$ cat config.mk
export PLATFORM = sky130hd
export DESIGN_NAME = hanning_smoothing_filter_core
export DESIGN_NICKNAME = d
export VERILOG_FILES = /design/src/rtl/hsf_pkg.sv /design/src/rtl/hanning_smoothing_filter_core.sv
export SDC_FILE = /design/constraint.sdc
export NUM_CORES = 1
export LEC_CHECK = 0
export ABC_AREA = 1
export BUFFER_PORTS_ARGS = -buffer_cell sky130_fd_sc_hd__buf_2
export CORE_MARGIN = 1
export CORE_UTILIZATION = 58
export DETAILED_ROUTE_END_ITERATION = 10
export PLACE_DENSITY = 0.79
export SETUP_SLACK_MARGIN = 0.4
export SLEW_MARGIN = 20
export SYNTH_ARGS = -nofsm -noshare
export SYNTH_HDL_FRONTEND = slang
export SYNTH_SLANG_ARGS = --single-unit
export TNS_END_PERCENT = 30
$ cat constraint.sdc
create_clock -name i_clk -period 12.6 [get_ports i_clk]
set_clock_uncertainty 0.05 [all_clocks]
set_input_delay 0.63 -clock i_clk [delete_from_list [all_inputs] [get_ports i_clk]]
set_output_delay 0.63 -clock i_clk [all_outputs]
set_load 0.02 [all_outputs]
$ cat src/rtl/hsf_pkg.sv
// Package for the Hanning smoothing filter: sample width, request types and
// the divide-by-nine reciprocal constants. No dependencies.
`timescale 1ns / 1ps
package hsf_pkg;

    // Sample width and derived datapath widths
    localparam int SAMPLE_BITS = 16;
    localparam int ACC_W       = SAMPLE_BITS + 4;    // signed weighted sum
    localparam int MAG_W       = SAMPLE_BITS + 3;    // magnitude of the sum
    localparam int LO_W        = MAG_W / 2;
    localparam int HI_W        = MAG_W - LO_W;

    // Divide by nine as multiply by a rounded-up reciprocal and shift
    localparam int DIVISOR     = 9;
    localparam int SHIFT_K     = MAG_W + 4;
    localparam int RCP_W       = SHIFT_K - 3;
    localparam logic [63:0] RCP_FULL =
        ((64'd1 << SHIFT_K) + 64'(DIVISOR - 1)) / 64'(DIVISOR);
    localparam logic [RCP_W-1:0] RCP = RCP_FULL[RCP_W-1:0];
    localparam int LO_PW       = LO_W + RCP_W;
    localparam int HI_PW       = HI_W + RCP_W;
    localparam int QF_W        = MAG_W + RCP_W;

    // Sequence position bookkeeping
    localparam int         SEEN_W     = 3;
    localparam int         LINE_DEPTH = 4;
    localparam logic [2:0] FULL_COUNT = 3'd4;
    localparam logic [2:0] EDGE_COUNT = 3'd2;
    localparam logic [2:0] LAST_EDGE  = 3'd3;

    typedef struct packed {
        logic signed [SAMPLE_BITS-1:0] sample;
        logic                          final_sample;
    } t_in_req;

    typedef struct packed {
        logic signed [SAMPLE_BITS-1:0] smoothed;
        logic                          end_of_sequence;
    } t_out_req;

endpackage

$ cat src/rtl/hanning_smoothing_filter_core.sv
// Top level of the 5-tap Hanning smoothing filter (weights 1 2 3 2 1, /9).
// Depends on hsf_pkg.
`timescale 1ns / 1ps
// Takes one sample request per cycle while o_in_ready is high and returns
// one smoothed value per sample, truncated toward zero, with the two leading
// and two trailing outputs of each sequence forced to zero. A sample's
// results pass through sum, magnitude, partial products, quotient and the
// output register. Samples 3 and 4 of a sequence give no result unless final;
// the final sample gives up to three, and the output register gives them one
// at a time, so a full flush holds that register while the four pipeline
// stages take new samples behind it until they fill.
module hanning_smoothing_filter_core
    import hsf_pkg::*;
(
    input  logic     i_clk,
    input  logic     i_rst_n,
    input  logic     i_in_valid,
    output logic     o_in_ready,
    input  t_in_req  i_in_req,
    output logic     o_out_valid,
    input  logic     i_out_ready,
    output t_out_req o_out_req
);

    // Per-item result plan carried down the pipeline
    typedef struct packed {
        logic [1:0] cnt;       // results owed, 1 to 3
        logic       first_h;   // first result is the filtered value
        logic       fin;       // item closes the sequence
    } t_desc;

    // Sequence state
    logic signed [SAMPLE_BITS-1:0] r_dl [LINE_DEPTH];
    logic [SEEN_W-1:0]             r_seen;

    // Pipeline stages
    logic                          r_v1, r_v2, r_v3, r_v4;
    t_desc                         r_d1, r_d2, r_d3, r_d4;
    logic signed [ACC_W-1:0]       r_acc1;
    logic [MAG_W-1:0]              r_mag2;
    logic                          r_neg2, r_neg3, r_neg4;
    logic [LO_PW-1:0]              r_plo3;
    logic [HI_PW-1:0]              r_phi3;
    logic [SAMPLE_BITS-1:0]        r_q4;

    // Output register
    logic                          r_ov;
    t_out_req                      r_out;
    logic [1:0]                    r_rem;
    logic                          r_fin;

    logic                          accept;
    logic                          out_take;
    logic                          rdy1, rdy2, rdy3, rdy4;
    t_desc                         n_desc;
    logic signed [ACC_W-1:0]       n_acc;
    logic signed [ACC_W-1:0]       mag_full;
    logic [QF_W-1:0]               quot_full;
    logic [SAMPLE_BITS-1:0]        neg_q;

    // Ready chain: a stage moves when it is empty or the next one moves
    assign out_take   = !r_ov || (i_out_ready && (r_rem == 2'd0));
    assign rdy4       = !r_v4 || out_take;
    assign rdy3       = !r_v3 || rdy4;
    assign rdy2       = !r_v2 || rdy3;
    assign rdy1       = !r_v1 || rdy2;
    assign o_in_ready = rdy1;
    assign accept     = i_in_valid && rdy1;

    // Plan the results this sample causes
    always_comb begin
        n_desc = '0;
        if (!i_in_req.final_sample) begin
            priority if (r_seen < EDGE_COUNT) begin
                n_desc.cnt = 2'd1;
            end else if (r_seen >= FULL_COUNT) begin
                n_desc.cnt     = 2'd1;
                n_desc.first_h = 1'b1;
            end else begin
                n_desc.cnt = 2'd0;
            end
        end else begin
            n_desc.fin = 1'b1;
            priority if (r_seen <= EDGE_COUNT) begin
                n_desc.cnt = 2'd1;
            end else if (r_seen == LAST_EDGE) begin
                n_desc.cnt = 2'd2;
            end else begin
                n_desc.cnt     = 2'd3;
                n_desc.first_h = 1'b1;
            end
        end
    end

    // Weighted sum over the delay line and the new sample
    assign n_acc = ACC_W'(r_dl[0]) + (ACC_W'(r_dl[1]) <<< 1) + ACC_W'(r_dl[2])
                 + (ACC_W'(r_dl[2]) <<< 1) + (ACC_W'(r_dl[3]) <<< 1)
                 + ACC_W'(i_in_req.sample);

    // Advance the delay line; clear it at the end of a sequence
    always_ff @(posedge i_clk) begin
        if (!i_rst_n) begin
            for (int k = 0; k < LINE_DEPTH; k++) begin
                r_dl[k] <= '0;
            end
            r_seen <= '0;
        end else if (accept) begin
            if (i_in_req.final_sample) begin
                for (int k = 0; k < LINE_DEPTH; k++) begin
                    r_dl[k] <= '0;
                end
                r_seen <= '0;
            end else begin
                for (int k = 0; k < LINE_DEPTH - 1; k++) begin
                    r_dl[k] <= r_dl[k+1];
                end
                r_dl[LINE_DEPTH-1] <= i_in_req.sample;
                if (r_seen < FULL_COUNT) begin
                    r_seen <= r_seen + 3'd1;
                end
            end
        end
    end

    // Stage valids; samples with no result are dropped here
    always_ff @(posedge i_clk) begin
        if (!i_rst_n) begin
            r_v1 <= 1'b0;
            r_v2 <= 1'b0;
            r_v3 <= 1'b0;
            r_v4 <= 1'b0;
        end else begin
            if (rdy1) r_v1 <= accept && (n_desc.cnt != 2'd0);
            if (rdy2) r_v2 <= r_v1;
            if (rdy3) r_v3 <= r_v2;
            if (rdy4) r_v4 <= r_v3;
        end
    end

    assign mag_full  = r_acc1[ACC_W-1] ? -r_acc1 : r_acc1;
    assign quot_full = (QF_W'(r_phi3) << LO_W) + QF_W'(r_plo3);

    // Stage payloads: sum, magnitude, partial products, quotient
    always_ff @(posedge i_clk) begin
        if (rdy1) begin
            r_d1   <= n_desc;
            r_acc1 <= n_acc;
        end
        if (rdy2) begin
            r_d2   <= r_d1;
            r_neg2 <= r_acc1[ACC_W-1];
            r_mag2 <= mag_full[MAG_W-1:0];
        end
        if (rdy3) begin
            r_d3   <= r_d2;
            r_neg3 <= r_neg2;
            r_plo3 <= LO_PW'(r_mag2[LO_W-1:0]) * LO_PW'(RCP);
            r_phi3 <= HI_PW'(r_mag2[MAG_W-1:LO_W]) * HI_PW'(RCP);
        end
        if (rdy4) begin
            r_d4   <= r_d3;
            r_neg4 <= r_neg3;
            r_q4   <= quot_full[SHIFT_K +: SAMPLE_BITS];
        end
    end

    assign neg_q = r_neg4 ? -r_q4 : r_q4;

    // Output register: load a new item or step through the owed zeros
    always_ff @(posedge i_clk) begin
        if (!i_rst_n) begin
            r_ov <= 1'b0;
        end else if (out_take) begin
            r_ov <= r_v4;
        end
    end

    always_ff @(posedge i_clk) begin
        if (out_take) begin
            r_out.smoothed        <= r_d4.first_h ? neg_q : '0;
            r_out.end_of_sequence <= r_d4.fin && (r_d4.cnt == 2'd1);
            r_rem                 <= r_d4.cnt - 2'd1;
            r_fin                 <= r_d4.fin;
        end else if (r_ov && i_out_ready) begin
            r_out.smoothed        <= '0;
            r_out.end_of_sequence <= r_fin && (r_rem == 2'd1);
            r_rem                 <= r_rem - 2'd1;
        end
    end

    assign o_out_valid = r_ov;
    assign o_out_req   = r_out;

endmodule

Word level (Yosys, flattened, before mapping)
Memories as Yosys holds them, arrays and structs flattened. Cells that the tools add are included.

Register bits: 157. Memory bits (writable): 64. Bits of input ports: 21. Output and inout port bits: 19. Logic and storage cells: 115. Memories kept: 1.

Memories: r_dl (depth 4, width 16, rd ports 4, clocked after memory_dff 0, write ports 4, RTL line hanning_smoothing_filter_core.sv:33) `logic signed [SAMPLE_BITS-1:0] r_dl [LINE_DEPTH];`.

Add/sub/neg operators: 11. Multipliers: 2. Order comparisons: 4. Equality and inequality tests: 3. Multiplexer cells: 35. Bitwise gates (word level): 8. Reduce and logical (&&, ||, !) cells: 21.

Operators with widths (number): 2-to-1 mux 16 bit (10); adder 39 x 29 -> 39 bit (1); 2-to-1 mux 17 bit (2); multiplier 10 x 18 -> 28 bit, second input constant (1); multiplier 9 x 18 -> 27 bit, second input constant (1); adder 19 x 17 -> 20 bit (1); adder 20 x 16 -> 20 bit (1); adder 20 x 17 -> 20 bit (1); adder 18 x 16 -> 19 bit (1); 2-to-1 mux 19 bit (1); negation 19 bit (1); adder 16 x 17 -> 18 bit (1); negation 16 bit (1); 2-to-1 mux 1 bit (15); 2-to-1 mux 3 bit (3); 2-to-1 mux 2 bit (4); bitwise OR 1 bit (8); logical AND 1 bit (6); nonzero test 2 bit (3); zero test 1 bit (5); logical OR 1 bit (5); equality test 2 x 1 -> 1 bit, second input constant (2); subtractor 2 x 1 -> 2 bit, second input constant (2); adder 3 x 1 -> 3 bit, second input constant (1); 7 further kinds (7).

Depth between registers and ports, before layout
Gate-level depths: netlist of the first run.

Depth after elaboration: 13. Depth in mapped cells: 21. Mapped depth without buffers: 21.

Worst setup path after synthesis of the first run
No wires, ideal clock.

Path kind: register to register. Start point: reg r_mag2[13]. End point: reg r_phi3[22], data pin. Library setup time: 252 ps. Arrival: 3941 ps. Path slack: 8357 ps. Cell stages (with the launch flop): 15. Buffers on the path: 0. Period minus slack after synthesis: 4243 ps. Path through: edfxtp_1 > fa_1 > ha_1 > fa_1 > fa_1 > fa_1 > ha_1 > a21oi_1 > o21ai_0 > a21oi_1 > inv_1 > nand2_1 > nand2_1 > nand2_1 > nand2_1.

Longest elaborated chain between the ends: 1.

RTL lines: start, declared (RTL line hanning_smoothing_filter_core.sv:40) `logic [MAG_W-1:0] r_mag2;`; start signal, assigned (RTL line hanning_smoothing_filter_core.sv:152) `r_mag2 <= mag_full[MAG_W-1:0];`; multiplier 10 x 18 -> 28 bit (RTL line hanning_smoothing_filter_core.sv:158) `r_phi3 <= HI_PW'(r_mag2[MAG_W-1:LO_W]) * HI_PW'(RCP);`; end signal, assigned (RTL line hanning_smoothing_filter_core.sv:158); end, declared (RTL line hanning_smoothing_filter_core.sv:43) `logic [HI_PW-1:0] r_phi3;`.

Every way passes these cells. A chain may end at the register's enable or synchronous reset.

Worst setup path after layout of the first run
Same ends and word-level chain as after synthesis.

==> results.json, run 1 <==
{
  "worstSetupStartpointType": "flip-flop",
  "synthArstFlopShare": 0,
  "rows": 62,
  "ctsRootBufferMaster": "clkbuf_16",
  "area_delta_synth_final_pct": 7.99,
  "start_util": 0.590,
  "max_clock_freq_ghz": 0.217,
  "synth.ff_latch_count": 212,
  "ctsHoldBuffers": 0,
  "ios": 40,
  "endpoint_kind": "flip-flop",
  "drc": 0,
  "rsz0062_at_grt": "no",
  "antenna_found_initial": 0,
  "cts_buffers": 24,
  "synthesis.nets": 2206,
  "die_h_um": 173,
  "tightest_slew_ps": 1030,
  "wl_per_cell_um": 15.5,
  "drtIter0Drc": 692,
  "nets": 2255,
  "setup_viol": 0,
  "postSynthCellCount": 1890,
  "portBuffers": 39,
  "hold_path.class": "in2reg",
  "grt_start_max_net_pins": 65,
  "dr.pass1.iters": 7,
  "dieArea_mm2": 0.0300,
  "yosys_warnings": 0,
  "diodes": 0,
  "path_delay_family": "adder cells",
  "syn_area_per_cell_um2": 8.99,
  "period_needed_ps": 4620,
  "grt_use_total": 0.252,
  "overflow": 0,
  "wirelength_um": 36300,
  "drv_cap": 0,
  "die_x_um": 173,
  "dp_hpwl_um": 29500,
  "clk_latency_ps": 550,
  "worstPathRequired_ps": 12820,
  "final_cell_mix": "nand2_1 (374), inv_1 (354), edfxtp_1 (188)",
  "arrival_ps": 4840,
  "grt_pass1_vias": 13100,
  "synth_edf_count": 188,
  "hold_viol": 0,
  "core_mm2": 0.0288,
  "drive_gt1_frac": 0.0501,
  "grt_pass1_wl_um": 61400,
  "cts_tree": "built",
  "synth_area_mm2": 0.0170,
  "route.vias.total": 12400,
  "crit_buf_inv": 1,
  "critPathKind": "reg2reg",
  "slowest_delay_ps": 630,
  "cts_setup_buffers": 0,
  "final_common_cell": "nand2_1",
  "slowest_stage": "fa_1",
  "clock-sinks": 212,
  "clk_pin_slew_ps": 60,
  "vias_per_cell": 5.28,
  "slew_viol_final": 0,
  "gp_congestion": 0.953,
  "drtAntennaViolNets": 0,
  "critPathMaxFanout": 5,
  "fin_crit_sh": 0.367,
  "yosysSeqAreaShare": 0.361,
  "h-tree-depth": 1,
  "synth_top_flop_cell": "edfxtp_1",
  "clockBufferDepth": 3,
  "cts_resized": 0,
  "path_cells": "fa_1 > ha_1 > fa_1 > fa_1 > fa_1 > ha_1 > a21oi_1 > o21ai_0 > a21oi_1 > inv_1 > nand2_1 > nand2_1 > nand2_1 > nand2_1",
  "slew_headroom": 0.310,
  "status": "finished, final reports clean",
  "fillCellCount": 2363,
  "tns_ps": 0,
  "hold_slack_ps": 335,
  "synth.distinct_cells": 43
}
flip-flops by register name, indices dropped and copies added, names as in the netlist:
register / flops
r_dl: 64
r_phi3: 28
r_acc1: 20
r_mag2: 19
r_plo3: 18
o_out_req: 17
r_q4: 16
r_d1: 4
r_d2: 4
r_d3: 4
r_d4: 4
r_seen: 3
r_rem: 2
o_out_valid: 1
r_fin: 1
r_neg2: 1
r_neg3: 1
r_neg4: 1
r_v1: 1
r_v2: 1
r_v3: 1
r_v4: 1
cell type report:
cell class	count	area [um^2]	share of cell area
multi-input cells	1303	9420	0.513
flip-flops and latches	212	6130	0.334
inverters	358	1350	0.0734
clock buffers	32	631	0.0344
well taps	384	480	0.0262
repair buffers	40	203	0.0110
clock inverters	12	144	0.00784
cells by family after synthesis:
group | count (synthesis) | synth area share
AND/OR/NAND/NOR | 731 | 0.183
buffers and inverters | 375 | 0.0851
adder cells (fa/ha/maj) | 295 | 0.272
AO/OA/AOI/OAI | 212 | 0.0659
flip-flops | 212 | 0.361
XOR/XNOR | 65 | 0.0335
path summary, 6_finish.rpt:
check,slack [ps],endpoint,startpoint,depth (start not counted)
setup / recovery,7980,r_phi3[22]$_DFFE_PP_,r_mag2[13]$_DFFE_PP_,14
hold / removal,330,r_d1[0]$_DFFE_PN_,i_in_req[0],1
setup reg to reg,7980,r_phi3[22]$_DFFE_PP_,r_mag2[13]$_DFFE_PP_,14
hold reg to reg,370,r_d4[2]$_DFFE_PP_,r_d3[2]$_DFFE_PP_,0
per-stage QoR:
step | util | cell area, um^2 | setup slack (ps) | instances
after floorplan | - | 17000 | 8360 | 1890
after global placement | 0.611 | 17600 | 8150 | 2297
after detailed placement | 0.611 | 17600 | 8060 | 2297
after CTS | 0.637 | 18300 | 8000 | 2341
after global routing | 0.637 | 18300 | 7690 | 2341
final | 0.637 | 18300 | 7980 | 2341
worst reg2reg max path: stages (launching register included):
cell and delay, ps:
edfxtp_1 510, fa_1 630, ha_1 270, fa_1 520, fa_1 580, fa_1 420
ha_1 370, a21oi_1 230, o21ai_0 140, a21oi_1 310, inv_1 70, nand2_1 80
nand2_1 60, nand2_1 60, nand2_1 40
cells in the mapped netlist (3+ instances only):
library cell    n  area (um^2)
xor2_1         47          412
nor2_1        169          634
fa_1          123         2460
a21oi_1       122          611
nor3_1         16         80.1
buf_2           8         40.0
clkbuf_1        4         15.0
nand4_1        26          163
nor4_1          3         18.8
ha_1          172         2150
dfxtp_1        24          480
nand2_1       374         1400
nand3_1       118          591
edfxtp_1      188         5650
nand2_2         5         31.3
inv_1         355         1330
o21a_1          5         37.5
o21ai_0        65          325
nand3b_1        3         22.5
buf_6           3         33.8
xnor2_1        18          158
o21bai_1       12         90.1
metal layers:
layer / vias up / GRT usage / part of all wire
met5: - / 0 / 0
met2: 229 / 0.472 / 0.52
met1: 5832 / 0.307 / 0.42
li1: 6229 / - / -
met3: 68 / 0.0248 / 0.033
met4: 0 / 0.0734 / 0.026
Power of run 1 is left out: the tool's default activity adds up to more than one toggle a clock period on the data nets, which glitch-free logic cannot reach.
==> inputs of run 2 (changes only) <==
--- a/config.mk
+++ b/config.mk
@@ -5,7 +5,7 @@
 export SDC_FILE = /design/constraint.sdc
 export NUM_CORES = 1
 export LEC_CHECK = 0
-export ABC_AREA = 1
+export ABC_AREA = 0
 export BUFFER_PORTS_ARGS = -buffer_cell sky130_fd_sc_hd__buf_2
 export CORE_MARGIN = 1
 export CORE_UTILIZATION = 58
==> constraint.sdc (replaced) <==
create_clock -name i_clk -period 4.25 [get_ports i_clk]
set_clock_uncertainty 0.05 [all_clocks]
set_input_delay 0.2125 -clock i_clk [delete_from_list [all_inputs] [get_ports i_clk]]
set_output_delay 0.2125 -clock i_clk [all_outputs]
set_load 0.02 [all_outputs]
==> results.json, run 2 <==
{
  "status": "finished, violations left",
  "violations": "setup timing",
  "top_regs": "r_dl x64, r_phi3 x28, r_acc1 x20",
  "dp_cells": 1744,
  "ios": 40,
  "portBuffers": 39,
  "antenna_found_initial": 0,
  "setup_ws_ps": -346,
  "postSynthCellCount": 1276,
  "clk_pin_slew_ps": 60,
  "gp_congestion": 0.890,
  "drtIter0Drc": 521,
  "grt_pass1_vias": 10700,
  "cts_tree": "built",
  "slew_viol_final": 0,
  "hold_viol": 0,
  "synth_most_common_cell": "edfxtp_1",
  "yosysSeqAreaShare": 0.403,
  "worstSetupStartpointType": "flip-flop",
  "cts_buffers": 23,
  "critPathMaxFanout": 4,
  "die_h_um": 164,
  "largest_reg_flops": 64,
  "synth.ff_latch_count": 212,
  "slowest_stage": "fa_2",
  "ff_latch_area_mm2": 0.00613,
  "hold_slack_ps": 75.7,
  "drive_gt1_frac": 0.221,
  "worstPathRequired_ps": 4450,
  "wl_per_cell_um": 16.4,
  "rows": 58,
  "slowest_delay_ps": 630,
  "wirelength_um": 30000,
  "yosys.area.top_type": "edfxtp_1",
  "synth_edf_count": 188,
  "overflow": 0,
  "synth_top_flop_cell": "edfxtp_1",
  "nets": 1801,
  "dp_hpwl_um": 22400,
  "synthesis.nets": 1592,
  "synthArstFlopShare": 0,
  "grt_start_max_net_pins": 49,
  "final_cell_mix": "edfxtp_1 (188), inv_1 (158), ha_1 (149)",
  "clockBufferDepth": 3,
  "fillCellCount": 1677,
  "setup_viol": 25,
  "drc": 0,
  "yosys_warnings": 0,
  "area_delta_synth_final_pct": 20.5,
  "period_needed_ps": 4600,
  "tightest_slew_ps": 890,
  "fin_crit_sh": 1.08,
  "hold_path.class": "in2reg",
  "max_clock_freq_ghz": 0.218,
  "synth_top_area_share": 0.372,
  "syn_area_per_cell_um2": 11.9,
  "start_util": 0.598,
  "grt_pass1_wl_um": 49900,
  "final_common_cell": "edfxtp_1",
  "route.vias.total": 9985,
  "drtAntennaViolNets": 0,
  "top_register": "r_dl",
  "diodes": 0,
  "ys_top_cells_by_area": "edfxtp_1 (37%), fa_1 (16%), ha_1 (14%), xnor2_1 (4.2%), inv_1 (4.1%)",
  "die_x_um": 164,
  "dr.pass1.iters": 5,
  "crit_top_cell": "fa_1",
  "rsz0062_at_grt": "yes",
  "slew_headroom": 0.405,
  "critPathKind": "reg2reg",
  "tns_ps": -3670,
  "core_mm2": 0.0254,
  "clk_latency_ps": 530,
  "synth.distinct_cells": 62,
  "grt_use_total": 0.233,
  "ys_top_cells_by_count": "edfxtp_1 (188), ha_1 (172), inv_1 (166)",
  "clock-sinks": 212,
  "path_cells": "fa_2 > ha_4 > fa_1 > fa_1 > fa_1 > ha_4 > nand3_2 > o22ai_4 > o211a_4 > a41oi_2 > nand4bb_4 > a221oi_2 > o31ai_1",
  "multiInputGateArea_mm2": 0.00895,
  "stdcell_count": 1829,
  "drv_cap": 0,
  "ctsRootBufferMaster": "clkbuf_16",
  "arrival_ps": 4800,
  "vias_per_cell": 5.46,
  "synth_area_mm2": 0.0152,
  "h-tree-depth": 1,
  "dieArea_mm2": 0.0268,
  "endpoint_kind": "flip-flop"
}
-- run 2: cell count changes in the layout (fill, tap and decap cells not counted), moves of 40 or more --
cell / delta
a21oi_1: -66
inv_1: -196
and2_1: +48
buf_4: +142
o21ai_0: -40
nand2_1: -328
nand3_1: -104
nor2_1: -116
xnor2_1: +53
-- run 2: layout make-up --
cell class                 instances  area share
clock buffer                      36      0.0352
clock inverter                     3     0.00185
inverter                         166      0.0340
multi-input combinational        877       0.489
sequential                       212       0.335
tap                              330      0.0226
timing repair buffer             205      0.0824
-- run 2: what timing repair did --
action                                 in CTS  in global routing
cloned                                      0                  0
setup endpoints to repair                  42                 44
endpoints found under the hold margin      17                  0
gates resized for setup                    83                 28
pin swaps                                  87                 56
buffers inserted                           26                  4
hold buffers                               16                  0
-- run 2: cell families after synthesis --
| logic type | Yosys count | share of synthesized area |
|---|---|---|
| fa+ha+maj | 295 | 0.304 |
| xor+xnor | 100 | 0.0577 |
| flops | 212 | 0.403 |
| buf+inv | 187 | 0.0473 |
| mux | 2 | 0.00132 |
| simple gates | 256 | 0.0897 |
| compound gates | 224 | 0.0967 |
-- run 2: critical path: cells and delay by family, from the launching register on --
kind	cells	cell delay (ps)
AO/OA/AOI/OAI	5	820
adder cells (fa/ha/maj)	6	2690
flip-flops	1	430
AND/OR/NAND/NOR	2	310
-- run 2: through the flow --
stage                     setup slack [ps]  utilization  instance area, um^2
after floorplan                       -217            -                15300
after global placement                -316        0.659                16700
after detailed placement              -417        0.659                16700
after CTS                             -353        0.715                18200
after global routing                  -503        0.721                18300
final                                 -346        0.721                18300
-- run 2: final timing paths --
check                                           from                        end  slack (ps)  cells after the start
worst max-delay path            r_mag2[13]$_DFFE_PP_       r_phi3[26]$_DFFE_PP_        -350                     13
worst min-delay path                    i_in_req[16]  r_dl[3][15]$_SDFFCE_PN0P_          80                      2
worst max register to register  r_mag2[13]$_DFFE_PP_       r_phi3[26]$_DFFE_PP_        -350                     13
worst min register to register      r_neg3$_DFFE_PP_           r_neg4$_DFFE_PP_         370                      0
-- run 2: per-layer routing --
metal	up-vias	GRT usage	wire length (um)
met4	0	0.0593	693
met2	210	0.444	15900
met1	4874	0.280	12400
li1	4846	-	-
met3	55	0.0230	1050
met5	-	0	0
Power of run 2 is left out for the same reason.
